**src/rtl/blr_pkg.sv**
```systemverilog
package blr_pkg;

  // Coordinate and dimension widths fixed by the interface.
  localparam int unsigned CoordW = 6;
  localparam int unsigned DimW   = 7;
  localparam int unsigned IndexW = 12;
  localparam int unsigned ColorW = 8;
  localparam int unsigned CfgIdxW = 1;

  // Signed error term of the stepper; wide enough for twice any error value.
  localparam int unsigned ErrW = 9;

  // Configuration register indexes.
  localparam logic [CfgIdxW-1:0] CFG_GRID_WIDTH  = 1'b0;
  localparam logic [CfgIdxW-1:0] CFG_GRID_HEIGHT = 1'b1;

  // Input beat, first field in the lowest bits.
  typedef struct packed {
    logic [ColorW-1:0] blue;
    logic [ColorW-1:0] green;
    logic [ColorW-1:0] red;
    logic [CoordW-1:0] y_end;
    logic [CoordW-1:0] x_end;
    logic [CoordW-1:0] y_start;
    logic [CoordW-1:0] x_start;
  } in_beat_t;

  // Output beat data, first field in the lowest bits.
  typedef struct packed {
    logic [ColorW-1:0] out_blue;
    logic [ColorW-1:0] out_green;
    logic [ColorW-1:0] out_red;
    logic [IndexW-1:0] pixel_index;
    logic [CoordW-1:0] pixel_y;
    logic [CoordW-1:0] pixel_x;
  } out_beat_t;

  localparam int unsigned InTdataW  = $bits(in_beat_t);
  localparam int unsigned OutTdataW = $bits(out_beat_t);

  typedef enum logic {
    StIdle,
    StRun
  } state_e;

  // Controller to datapath.
  typedef struct packed {
    logic load;  // capture a new line from the input beat
    logic emit;  // register the current pixel and advance the stepper
  } dp_cmd_t;

  // Datapath to controller.
  typedef struct packed {
    logic at_end;    // current pixel equals the end point
    logic out_free;  // output register can take a pixel this cycle
  } dp_status_t;

endpackage

```
**src/rtl/bresenham_line_rasterizer_core.sv**
```systemverilog
// Bresenham line rasterizer. Each input beat carries one line (start and end
// point on a 64 by 64 grid, plus an RGB color); the core walks the integer
// Bresenham stepper from start to end, both ends included, and sends one
// output beat per pixel, max(|dx|,|dy|)+1 beats in all, with tlast on the end
// point. Each pixel carries its linear index y*grid_width+x and, in tuser, a
// flag that is set when it lies inside the configured grid; outside pixels are
// still sent, with index zero. Grid width and height are written through the
// configuration channel (index 0 and 1) and saturate at GRID_SIZE; write them
// only while no line is in flight. The stepper produces one pixel per cycle
// while the output side keeps up; each line is first loaded from its input
// beat while the core is idle, and the next line is taken as soon as the end
// point has moved into the output register.
module bresenham_line_rasterizer_core #(
  parameter int unsigned GRID_SIZE = 64
) (
  input  logic                               clk_i,
  input  logic                               rst_ni,
  input  logic                               cfg_valid_i,
  output logic                               cfg_ready_o,
  input  logic [blr_pkg::CfgIdxW-1:0]        cfg_index_i,
  input  logic [blr_pkg::DimW-1:0]           cfg_data_i,
  input  logic                               s_axis_tvalid,
  output logic                               s_axis_tready,
  // x_start, y_start, x_end, y_end, red, green, blue
  input  logic [blr_pkg::InTdataW-1:0]       s_axis_tdata,
  output logic                               m_axis_tvalid,
  input  logic                               m_axis_tready,
  // pixel_x, pixel_y, pixel_index, out_red, out_green, out_blue
  output logic [blr_pkg::OutTdataW-1:0]      m_axis_tdata,
  // inside_res
  output logic                               m_axis_tuser,
  output logic                               m_axis_tlast
);

  blr_pkg::dp_cmd_t    cmd;
  blr_pkg::dp_status_t status;
  blr_pkg::in_beat_t   in_beat;
  blr_pkg::out_beat_t  out_beat;

  assign cfg_ready_o  = 1'b1;
  assign in_beat      = blr_pkg::in_beat_t'(s_axis_tdata);
  assign m_axis_tdata = out_beat;

  blr_ctrl u_ctrl (
    .clk_i      (clk_i),
    .rst_ni     (rst_ni),
    .in_valid_i (s_axis_tvalid),
    .in_ready_o (s_axis_tready),
    .status_i   (status),
    .cmd_o      (cmd)
  );

  blr_datapath #(
    .GRID_SIZE (GRID_SIZE)
  ) u_datapath (
    .clk_i        (clk_i),
    .rst_ni       (rst_ni),
    .cfg_valid_i  (cfg_valid_i),
    .cfg_index_i  (cfg_index_i),
    .cfg_data_i   (cfg_data_i),
    .in_beat_i    (in_beat),
    .cmd_i        (cmd),
    .status_o     (status),
    .out_ready_i  (m_axis_tready),
    .out_valid_o  (m_axis_tvalid),
    .out_beat_o   (out_beat),
    .out_inside_o (m_axis_tuser),
    .out_last_o   (m_axis_tlast)
  );

endmodule

```
**src/rtl/blr_ctrl.sv**
```systemverilog
module blr_ctrl (
  input  logic                 clk_i,
  input  logic                 rst_ni,
  input  logic                 in_valid_i,
  output logic                 in_ready_o,
  input  blr_pkg::dp_status_t  status_i,
  output blr_pkg::dp_cmd_t     cmd_o
);

  blr_pkg::state_e state_q, state_d;

  always_ff @(posedge clk_i or negedge rst_ni) begin
    if (!rst_ni) begin
      state_q <= blr_pkg::StIdle;
    end else begin
      state_q <= state_d;
    end
  end

  always_comb begin
    state_d    = state_q;
    in_ready_o = 1'b0;
    cmd_o      = '0;
    case (state_q)
      blr_pkg::StIdle: begin
        in_ready_o = 1'b1;
        if (in_valid_i) begin
          cmd_o.load = 1'b1;
          state_d    = blr_pkg::StRun;
        end
      end
      blr_pkg::StRun: begin
        if (status_i.out_free) begin
          cmd_o.emit = 1'b1;
          if (status_i.at_end) begin
            state_d = blr_pkg::StIdle;
          end
        end
      end
      default: begin
        state_d = blr_pkg::StIdle;
      end
    endcase
  end

endmodule

```
**src/rtl/blr_datapath.sv**
```systemverilog
module blr_datapath #(
  parameter int unsigned GRID_SIZE = 64
) (
  input  logic                                clk_i,
  input  logic                                rst_ni,
  input  logic                                cfg_valid_i,
  input  logic [blr_pkg::CfgIdxW-1:0]         cfg_index_i,
  input  logic [blr_pkg::DimW-1:0]            cfg_data_i,
  input  blr_pkg::in_beat_t                   in_beat_i,
  input  blr_pkg::dp_cmd_t                    cmd_i,
  output blr_pkg::dp_status_t                 status_o,
  input  logic                                out_ready_i,
  output logic                                out_valid_o,
  output blr_pkg::out_beat_t                  out_beat_o,
  output logic                                out_inside_o,
  output logic                                out_last_o
);

  localparam int unsigned CoordW = blr_pkg::CoordW;
  localparam int unsigned DimW   = blr_pkg::DimW;
  localparam int unsigned IndexW = blr_pkg::IndexW;
  localparam int unsigned ColorW = blr_pkg::ColorW;
  localparam int unsigned ErrW   = blr_pkg::ErrW;
  localparam int unsigned ProdW  = CoordW + DimW;
  localparam logic [DimW-1:0] GridDim = DimW'(GRID_SIZE);

  // Configuration registers, saturated to the grid size on write.
  logic [DimW-1:0] width_q, height_q, dim_clamped;

  assign dim_clamped = (cfg_data_i > GridDim) ? GridDim : cfg_data_i;

  always_ff @(posedge clk_i or negedge rst_ni) begin
    if (!rst_ni) begin
      width_q  <= GridDim;
      height_q <= GridDim;
    end else if (cfg_valid_i) begin
      if (cfg_index_i == blr_pkg::CFG_GRID_WIDTH) begin
        width_q <= dim_clamped;
      end
      if (cfg_index_i == blr_pkg::CFG_GRID_HEIGHT) begin
        height_q <= dim_clamped;
      end
    end
  end

  // Stepper registers.
  logic [CoordW-1:0]      x_q, y_q, xe_q, ye_q, x_d, y_d;
  logic [CoordW-1:0]      dx_q, dy_q, dx_ld, dy_ld;
  logic                   sx_q, sy_q;
  logic signed [ErrW-1:0] err_q, err_d, err_ld;
  logic signed [ErrW:0]   e2;
  logic signed [ErrW-1:0] dx_s, dy_s;
  logic                   step_x, step_y;
  logic [ColorW-1:0]      red_q, green_q, blue_q;

  assign dx_ld  = (in_beat_i.x_end > in_beat_i.x_start) ?
                  (in_beat_i.x_end - in_beat_i.x_start) : (in_beat_i.x_start - in_beat_i.x_end);
  assign dy_ld  = (in_beat_i.y_end > in_beat_i.y_start) ?
                  (in_beat_i.y_end - in_beat_i.y_start) : (in_beat_i.y_start - in_beat_i.y_end);
  assign err_ld = $signed({{(ErrW-CoordW){1'b0}}, dx_ld})
                - $signed({{(ErrW-CoordW){1'b0}}, dy_ld});

  assign dx_s   = $signed({{(ErrW-CoordW){1'b0}}, dx_q});
  assign dy_s   = $signed({{(ErrW-CoordW){1'b0}}, dy_q});
  assign e2     = {err_q, 1'b0};
  // Both tests may pass together; then the step is diagonal.
  assign step_x = e2 > -$signed({dy_s[ErrW-1], dy_s});
  assign step_y = e2 < $signed({dx_s[ErrW-1], dx_s});

  always_comb begin
    err_d = err_q;
    x_d   = x_q;
    y_d   = y_q;
    if (step_x) begin
      x_d = sx_q ? (x_q + 1'b1) : (x_q - 1'b1);
    end
    if (step_y) begin
      y_d = sy_q ? (y_q + 1'b1) : (y_q - 1'b1);
    end
    err_d = err_q - (step_x ? dy_s : '0) + (step_y ? dx_s : '0);
  end

  always_ff @(posedge clk_i) begin
    if (cmd_i.load) begin
      x_q     <= in_beat_i.x_start;
      y_q     <= in_beat_i.y_start;
      xe_q    <= in_beat_i.x_end;
      ye_q    <= in_beat_i.y_end;
      dx_q    <= dx_ld;
      dy_q    <= dy_ld;
      sx_q    <= in_beat_i.x_start < in_beat_i.x_end;
      sy_q    <= in_beat_i.y_start < in_beat_i.y_end;
      err_q   <= err_ld;
      red_q   <= in_beat_i.red;
      green_q <= in_beat_i.green;
      blue_q  <= in_beat_i.blue;
    end else if (cmd_i.emit) begin
      x_q   <= x_d;
      y_q   <= y_d;
      err_q <= err_d;
    end
  end

  // Clipping and linear index of the current pixel.
  logic              at_end, in_grid;
  logic [ProdW-1:0]  prod;
  logic [IndexW-1:0] index;

  assign at_end  = (x_q == xe_q) && (y_q == ye_q);
  assign in_grid = ({1'b0, x_q} < width_q) && ({1'b0, y_q} < height_q);
  assign prod    = {{DimW{1'b0}}, y_q} * {{CoordW{1'b0}}, width_q};
  assign index   = in_grid ? (prod[IndexW-1:0] + {{(IndexW-CoordW){1'b0}}, x_q}) : '0;

  // Output register; it takes a pixel whenever it is empty or being drained.
  logic out_valid_q;

  assign status_o.out_free = !out_valid_q || out_ready_i;
  assign status_o.at_end   = at_end;

  always_ff @(posedge clk_i or negedge rst_ni) begin
    if (!rst_ni) begin
      out_valid_q <= 1'b0;
    end else if (cmd_i.emit) begin
      out_valid_q <= 1'b1;
    end else if (out_ready_i) begin
      out_valid_q <= 1'b0;
    end
  end

  always_ff @(posedge clk_i) begin
    if (cmd_i.emit) begin
      out_beat_o.pixel_x     <= x_q;
      out_beat_o.pixel_y     <= y_q;
      out_beat_o.pixel_index <= index;
      out_beat_o.out_red     <= red_q;
      out_beat_o.out_green   <= green_q;
      out_beat_o.out_blue    <= blue_q;
      out_inside_o           <= in_grid;
      out_last_o             <= at_end;
    end
  end

  assign out_valid_o = out_valid_q;

endmodule

```
**config.mk**
```make
export PLATFORM = sky130hd
export DESIGN_NAME = bresenham_line_rasterizer_core
export DESIGN_NICKNAME = d
export VERILOG_FILES = /design/src/rtl/blr_pkg.sv /design/src/rtl/bresenham_line_rasterizer_core.sv /design/src/rtl/blr_ctrl.sv /design/src/rtl/blr_datapath.sv
export SDC_FILE = /design/constraint.sdc
export NUM_CORES = 1
export LEC_CHECK = 0
export BUFFER_PORTS_ARGS = -buffer_cell sky130_fd_sc_hd__buf_2
export CORE_MARGIN = 2
export CORE_UTILIZATION = 50
export CTS_BUF_LIST = sky130_fd_sc_hd__clkbuf_4 sky130_fd_sc_hd__clkbuf_8 sky130_fd_sc_hd__clkbuf_16
export CTS_CLUSTER_DIAMETER = 200
export DETAILED_ROUTE_END_ITERATION = 10
export HOLD_SLACK_MARGIN = 0.15
export PLACE_DENSITY_LB_ADDON = 0.08
export REMOVE_ABC_BUFFERS = 1
export SLEW_MARGIN = 40
export SYNTH_ARGS = -nofsm -noshare
export SYNTH_HDL_FRONTEND = slang
export SYNTH_HIERARCHICAL = 1
export SYNTH_SLANG_ARGS = --single-unit
export TNS_END_PERCENT = 100
```
**constraint.sdc**
```tcl
create_clock -name clk_i -period 5.4 [get_ports clk_i]
set_clock_uncertainty 0.1 [all_clocks]
set_input_delay 0.27 -clock clk_i [delete_from_list [all_inputs] [get_ports clk_i]]
set_output_delay 0.27 -clock clk_i [all_outputs]
set_load 0.01 [all_outputs]
```
==> results of run 1 <==
## through the flow
step           instance area [um^2]  hold WS, ns  total power, mW
2_1_floorplan                  9110       -0.126             3.87
3_3_place_gp                   9970       0.0973             4.49
3_5_place_dp                   9990        0.106             4.59
4_1_cts                       11200        0.174             5.86
5_1_grt                       11200        0.214             6.34
6_report                      11200        0.203             5.84
## cell type report
type,instances,area [um^2],share of cell area
timing repair buffer,173,1180,0.105
tap,229,287,0.0256
clock inverter,15,185,0.0165
clock buffer,17,425,0.0380
inverter,115,432,0.0386
sequential,137,4040,0.361
multi-input combinational,552,4650,0.415
## cell usage after synthesis, drive strengths merged, types with 7 or more instances
master  count
mux2i      12
a21o       18
clkbuf     16
a21oi      30
a211oi     14
and2       24
edfxtp    121
nor3b       7
dfrtp      14
xnor2      36
nand2b     11
ha        102
nor2       30
nand2      63
xor2       16
buf         7
nand3       7
a31oi       7
o21bai      8
fa         36
o21ai      54
nor3       13
inv       115
## critical path, cell delays in order, from the launching register on
cell and delay (ns):
edfxtp_1 0.42, or2_2 0.30, nor2_1 0.17, nand2_1 0.14, nor2_1 0.12, ha_1 0.25, a21o_1 0.16, a2111o_1 0.39
a31oi_1 0.24, a221oi_2 0.14, and2_1 0.20, fa_1 0.50, inv_1 0.07, fa_1 0.47, a211oi_1 0.33, o21bai_1 0.15
a31oi_1 0.23, mux2i_1 0.21, nand3_1 0.09
## power breakdown
group	total (mW)	internal (mW)	switching, mW
logic	2.89	1.30	1.59
registers	1.75	1.50	0.246
clock network	1.21	0.699	0.506
total	5.84	3.50	2.34
## metal layers
layer	global-route usage	share of wire
met4	0.0605	0.011
met1	0.280	0.46
met5	0	0
met3	0.0440	0.040
met2	0.375	0.49
## registers in the layout (all words and copies together) (netlist names)
| register | flops |
|---|---|
| u_datapath/out_beat_o | 48 |
| u_datapath/err_q | 9 |
| u_datapath/blue_q | 8 |
| u_datapath/green_q | 8 |
| u_datapath/red_q | 8 |
| u_datapath/height_q | 7 |
| u_datapath/width_q | 7 |
| u_datapath/dx_q | 6 |
| u_datapath/dy_q | 6 |
| u_datapath/x_q | 6 |
| u_datapath/xe_q | 6 |
| u_datapath/y_q | 6 |
| u_datapath/ye_q | 6 |
| u_ctrl/state_q | 1 |
| u_datapath/out_inside_o | 1 |
| u_datapath/out_last_o | 1 |
| u_datapath/out_valid_o | 1 |
| u_datapath/sx_q | 1 |
| u_datapath/sy_q | 1 |
## cell usage in the layout, fill, tap and decap left out, types with 7 or more instances in the layout
master,instances
edfxtp_1,121
inv_1,115
buf_2,112
ha_1,102
nand2_1,63
dlygate4sd3_1,59
o21ai_0,45
xnor2_1,36
fa_1,36
nor2_1,30
a21oi_1,27
and2_1,23
a21o_1,18
clkbuf_16,17
xor2_1,16
dfrtp_1,14
a211oi_1,14
mux2i_1,12
nor3_1,11
nand2b_1,11
o21bai_1,8
nand3_1,7
o21ai_1,7
a31oi_1,7
## worst max-delay path by stage
stage / to / slack (ns)
2_1_floorplan: u_datapath/err_q[8] / 0.86
3_3_place_gp: u_datapath/err_q[8] / 0.59
3_5_place_dp: u_datapath/err_q[8] / 0.51
4_1_cts: u_datapath/err_q[8] / 0.47
5_1_grt: u_datapath/err_q[8] / 0.15
6_report: u_datapath/err_q[8] / 0.46
## logic make-up (layout without fill, tap and decap cells)
logic type,count (synthesis),count (layout),synth area share
AO/OA/AOI/OAI,154,154,0.109
XOR/XNOR,52,52,0.0494
adder cells (fa/ha/maj),138,138,0.217
buffers and inverters,138,320,0.0579
flip-flops,137,137,0.438
multiplexers,18,18,0.0204
other,1,1,0.000407
AND/OR/NAND/NOR,189,189,0.108
==> summary.txt, run 1 <==
====================================================================================================
Number of antenna violations at the first check in global routing .....................            0
Static Leakage ........................................................................      5.02 nW
Final net count .......................................................................         1195
Proportion of synthesized flip-flops having asynchronous set or reset .................        0.117
Final cell utilization of the core ....................................................        0.621
First-pass iteration count of the detailed router .....................................            5
Via count of the first global-routing pass ............................................         6824
Number of placed I/O pins .............................................................          114
Final Critical Period .................................................................      4.94 ns
CTS Buf Count .........................................................................           17
Maximum VDD drop ......................................................................     0.541 mV
Cts hold-fix bufs .....................................................................           59
First-pass GRT wire length ............................................................     33700 um
Type of the setup path with the least slack ...........................................   reg -> reg
Root buffer cell ......................................................................    clkbuf_16
Type of the most critical hold path ...................................................    in -> reg
Deepest level of the CTS H-tree .......................................................            4
Cell area after synthesis .............................................................    9210 um^2
Total negative slack ..................................................................         0 ns
Sequential element share of the synthesized area ......................................        0.438
Max-Slew Margin vs Limit ..............................................................        0.478
Worst hold stages .....................................................................            3
Mean number of vias per cell ..........................................................         5.29
Drt initial violations ................................................................          352
Startpoint type of the worst setup path ...............................................         flop
Die Height ............................................................................       140 um
Source-to-sink clock delay at the later pin of the worst-skew pair ....................      0.43 ns
HP Start .............................................................................. s_axis_tdata[5]
Period utilisation layout .............................................................        0.916
Overall die width .....................................................................       140 um
Start point of the critical path ...................................................... u_datapath/dy_q[1]
Number of max-cap violations ..........................................................            0
Clock-pin slew reported for the worst setup and hold paths after clock tree synthesis .      0.07 ns
Final number of setup-violating endpoints .............................................            0
Clock sinks ...........................................................................          137
Post-synthesis cell type count ........................................................           64
Filler-free cell count of the finished design .........................................         1238
Count of state elements after synthesis ...............................................          137
Top area cells in the synthesized netlist ............................................. edfxtp_1 (39%), ha_1 (14%), fa_1 (7.8%)
GPL Wtd Cong ..........................................................................        0.878
Rows ..................................................................................           49
Total Routed Length ...................................................................     20600 um
Grt ovf ...............................................................................            0
Flop2flop setup slack .................................................................      0.46 ns
Number of cells after detailed placement ..............................................         1147
Number of inserted diodes .............................................................            0
Reg2Reg Launch Point .................................................................. u_datapath/dy_q[1]
Effective utilization at floorplan ....................................................        0.511
Core region area ......................................................................   18000 um^2
Total of cells resized after clock tree synthesis .....................................            0
Final-report max-slew violation count .................................................            0
WL/cell ...............................................................................      16.6 um
Hold violation count in the final report ..............................................            0
Die Footprint .........................................................................   19500 um^2
Unrepaired setup endpoints after global routing .......................................           no
Depth of the worst register-to-register path ..........................................           18
Pre-CTS setup slack ...................................................................     0.515 ns
Slew @ Worst Pin ......................................................................     0.783 ns
Crit path capture type ................................................................         flop
Endpoint of the worst-slack reg-to-reg timing path .................................... u_datapath/err_q[8]
DP Wirelength .........................................................................     15500 um
Count of antenna-violating nets left after detailed routing ...........................            0
Pin count of the biggest net entering global routing ..................................           54
Dominant cell type by area after synthesis ............................................     edfxtp_1
Data required time of the worst path ..................................................      5.46 ns
Layout overhead on the synthesized area ...............................................        21.5%
Data arrival time of the critical path ................................................      5.00 ns
Yosys Warn Count ......................................................................            6
Crit Path Max Fanout ..................................................................            6
TritonCTS clock tree ..................................................................          yes
Post-synthesis cell count .............................................................          827
EDFF count, synth .....................................................................          121
Number of buffers inserted to repair setup after CTS ..................................            0
Post-synth top area share .............................................................        0.394
Result of the run ..................................................................... finished clean
Terminating pin of the worst hold path ................................................ u_datapath/sx_q
F_max .................................................................................    0.202 GHz
Power density over cell area ..........................................................  522 nW/um^2
DRC violation count after routing .....................................................            0
Via count .............................................................................         6554
Ratio of cells with drive above 1 in the final layout .................................        0.171
Most instantiated flip-flop cell in the synthesis netlist .............................     edfxtp_1
Buffer depth of the longest clock path ................................................            2
Global-route usage over all layers ....................................................        0.218
Worst-case setup margin in the final layout ...........................................     0.455 ns
Post-synthesis average cell area ......................................................    11.1 um^2
Filler Cell Count .....................................................................         1511
Count of buffers inserted at the top-level ports ......................................          112
====================================================================================================
(Power assumes the default switching activity.)
==> run 2: changes to the inputs <==
Settings changed: PLACE_DENSITY set to 0.7, PLACE_DENSITY_LB_ADDON 0.08 to not set.
Clock period 5.4 ns to 5.36 ns, I/O delays scaled along.
==> summary.txt, run 2 (same netlist as run 1, synthesis figures left out) <==
====================================================================================================
Filler-free cell count of the finished design .........................................         1237   was 1238
Final cell utilization of the core ....................................................        0.616   was 0.621
Final-report max-slew violation count .................................................            0   unchanged
Slew @ Worst Pin ......................................................................     0.779 ns   was 0.783 ns
Rows ..................................................................................           49   unchanged
Via count .............................................................................         6468   was 6554
Final Instance Area ...................................................................   11100 um^2   was 11200 um^2
Total of cells resized after clock tree synthesis .....................................            0   unchanged
Max-Slew Margin vs Limit ..............................................................        0.480   was 0.478
Largest Register ...................................................................... u_datapath/out_beat_o   unchanged
Type of the setup path with the least slack ...........................................   reg -> reg   unchanged
Unrepaired setup endpoints after global routing .......................................           no   unchanged
Data required time of the worst path ..................................................      5.42 ns   was 5.46 ns
Largest regs .......................................................................... u_datapath/out_beat_o: 48 flops, u_datapath/err_q: 9 flops   unchanged
Worst hold stages .....................................................................            3   unchanged
HP Start .............................................................................. s_axis_tdata[11]   was s_axis_tdata[5]
Pin count of the biggest net entering global routing ..................................           54   unchanged
CTS Buf Count .........................................................................           17   unchanged
Worst hold slack across all endpoints .................................................     0.154 ns   was 0.203 ns
Reg2Reg Launch Point .................................................................. u_datapath/dy_q[1]   unchanged
Crit path capture type ................................................................         flop   unchanged
Global-route usage over all layers ....................................................        0.213   was 0.218
DP Wirelength .........................................................................     14700 um   was 15500 um
Number of cells after detailed placement ..............................................         1146   was 1147
Grt ovf ...............................................................................            0   unchanged
Final net count .......................................................................         1195   unchanged
Depth of the worst register-to-register path ..........................................           18   unchanged
Number of placed I/O pins .............................................................          114   unchanged
Overall die width .....................................................................       140 um   unchanged
Max FFs per register ..................................................................           48   unchanged
Number of antenna violations at the first check in global routing .....................            0   unchanged
DRC violation count after routing .....................................................            0   unchanged
Power density over cell area ..........................................................  512 nW/um^2   was 522 nW/um^2
GPL Wtd Cong ..........................................................................        0.888   was 0.878
F_max .................................................................................    0.201 GHz   was 0.202 GHz
Root buffer cell ......................................................................    clkbuf_16   unchanged
Layout overhead on the synthesized area ...............................................        20.6%   was 21.5%
Clock sinks ...........................................................................          137   unchanged
Pre-CTS setup slack ...................................................................     0.456 ns   was 0.515 ns
Die Height ............................................................................       140 um   unchanged
Period utilisation layout .............................................................        0.928   was 0.916
Clock-pin slew reported for the worst setup and hold paths after clock tree synthesis .      0.06 ns   was 0.07 ns
Number of buffers inserted to repair setup after CTS ..................................            0   unchanged
Buffer depth of the longest clock path ................................................            2   unchanged
Cts hold-fix bufs .....................................................................           60   was 59
Final number of setup-violating endpoints .............................................            0   unchanged
Count of antenna-violating nets left after detailed routing ...........................            0   unchanged
Endpoint of the worst-slack reg-to-reg timing path .................................... u_datapath/err_q[8]   unchanged
Startpoint type of the worst setup path ...............................................         flop   unchanged
Terminating pin of the worst hold path ................................................ u_datapath/y_q[5]   was u_datapath/sx_q
Mean number of vias per cell ..........................................................         5.23   was 5.29
Type of the most critical hold path ...................................................    in -> reg   unchanged
Number of max-cap violations ..........................................................            0   unchanged
TritonCTS clock tree ..................................................................          yes   unchanged
Number of inserted diodes .............................................................            0   unchanged
Source-to-sink clock delay at the later pin of the worst-skew pair ....................      0.43 ns   about the same
Final Power ...........................................................................      5.69 mW   was 5.84 mW
Effective utilization at floorplan ....................................................        0.511   unchanged
Most frequent standard cell in the layout excluding fill and tap cells ................     edfxtp_1   unchanged
Area of placed instances ..............................................................    9970 um^2   was 9990 um^2
Worst-case setup margin in the final layout ...........................................     0.387 ns   was 0.455 ns
Highest-count cells in the layout ignoring fill and taps .............................. edfxtp_1 (121), inv_1 (115), buf_2 (112)   unchanged
Count of buffers inserted at the top-level ports ......................................          112   unchanged
WL/cell ...............................................................................      16.1 um   was 16.6 um
Drt initial violations ................................................................          418   was 352
First-pass GRT wire length ............................................................     32800 um   was 33700 um
Result of the run ..................................................................... finished clean   unchanged
Maximum VDD drop ......................................................................     0.445 mV   was 0.541 mV
Total Routed Length ...................................................................     19900 um   was 20600 um
Total negative slack ..................................................................         0 ns   unchanged
Ratio of cells with drive above 1 in the final layout .................................        0.169   was 0.171
Final Critical Period .................................................................      4.97 ns   was 4.94 ns
Crit Path Max Fanout ..................................................................            6   unchanged
Core region area ......................................................................   18000 um^2   unchanged
Data arrival time of the critical path ................................................      5.03 ns   was 5.00 ns
Flop2flop setup slack .................................................................      0.39 ns   was 0.46 ns
Via count of the first global-routing pass ............................................         6687   was 6824
Deepest level of the CTS H-tree .......................................................            4   unchanged
Static Leakage ........................................................................      4.99 nW   was 5.02 nW
Hold violation count in the final report ..............................................            0   unchanged
Die Footprint .........................................................................   19500 um^2   unchanged
First-pass iteration count of the detailed router .....................................            5   unchanged
====================================================================================================
[run 2: changes by cell type in the layout (fill, tap and decap cells not counted)]
cell,before,now
clkinv_2,0,1
clkinv_4,0,4
clkinv_1,1,2
clkinv_8,2,0
inv_6,5,4
dlygate4sd3_1,59,60
bufinv_16,2,0
buf_12,1,0
clkinvlp_4,3,1
[run 2: power by group]
part / leakage [nW] / total, mW / switching, mW / internal (mW)
clock: 0.263 / 1.08 / 0.485 / 0.598
combinational: 3.37 / 2.87 / 1.56 / 1.30
sequential: 1.36 / 1.74 / 0.224 / 1.51
total: 4.99 / 5.69 / 2.27 / 3.41
[run 2: layout make-up]
cell class | instances | area, um^2
clock buffer | 17 | 425
clock inverter | 14 | 113
fill | 1475 | 6910
inverter | 115 | 432
multi-input combinational | 552 | 4650
sequential | 137 | 4040
tap | 229 | 287
timing repair buffer | 173 | 1170
[run 2: worst max-delay path by stage]
stage                        from                  end  cells past startpoint
6_report       u_datapath/dy_q[1]  u_datapath/err_q[8]                     18
2_1_floorplan  u_datapath/dy_q[0]  u_datapath/err_q[8]                     18
5_1_grt        u_datapath/dy_q[1]  u_datapath/err_q[8]                     18
4_1_cts        u_datapath/dy_q[1]  u_datapath/err_q[8]                     18
3_3_place_gp   u_datapath/dy_q[1]  u_datapath/err_q[8]                     18
3_5_place_dp   u_datapath/dy_q[1]  u_datapath/err_q[8]                     18
[run 2: routing by layer]
layer / GRT usage / up-vias / wire, um
met5: 0 / - / 0
met4: 0.0879 / 0 / 458
met3: 0.0337 / 28 / 597
met2: 0.376 / 137 / 10200
met1: 0.260 / 3077 / 8660
li1: - / 3226 / -
[run 2: critical path: stages, from the launching register on]
cell	delay (ns)
edfxtp_1	0.44
or2_2	0.32
nor2_1	0.16
nand2_1	0.13
nor2_1	0.11
ha_1	0.24
a21o_1	0.15
a2111o_1	0.40
a31oi_1	0.26
a221oi_2	0.14
and2_1	0.20
fa_1	0.51
inv_1	0.07
fa_1	0.47
a211oi_1	0.32
o21bai_1	0.15
a31oi_1	0.23
mux2i_1	0.22
nand3_1	0.09
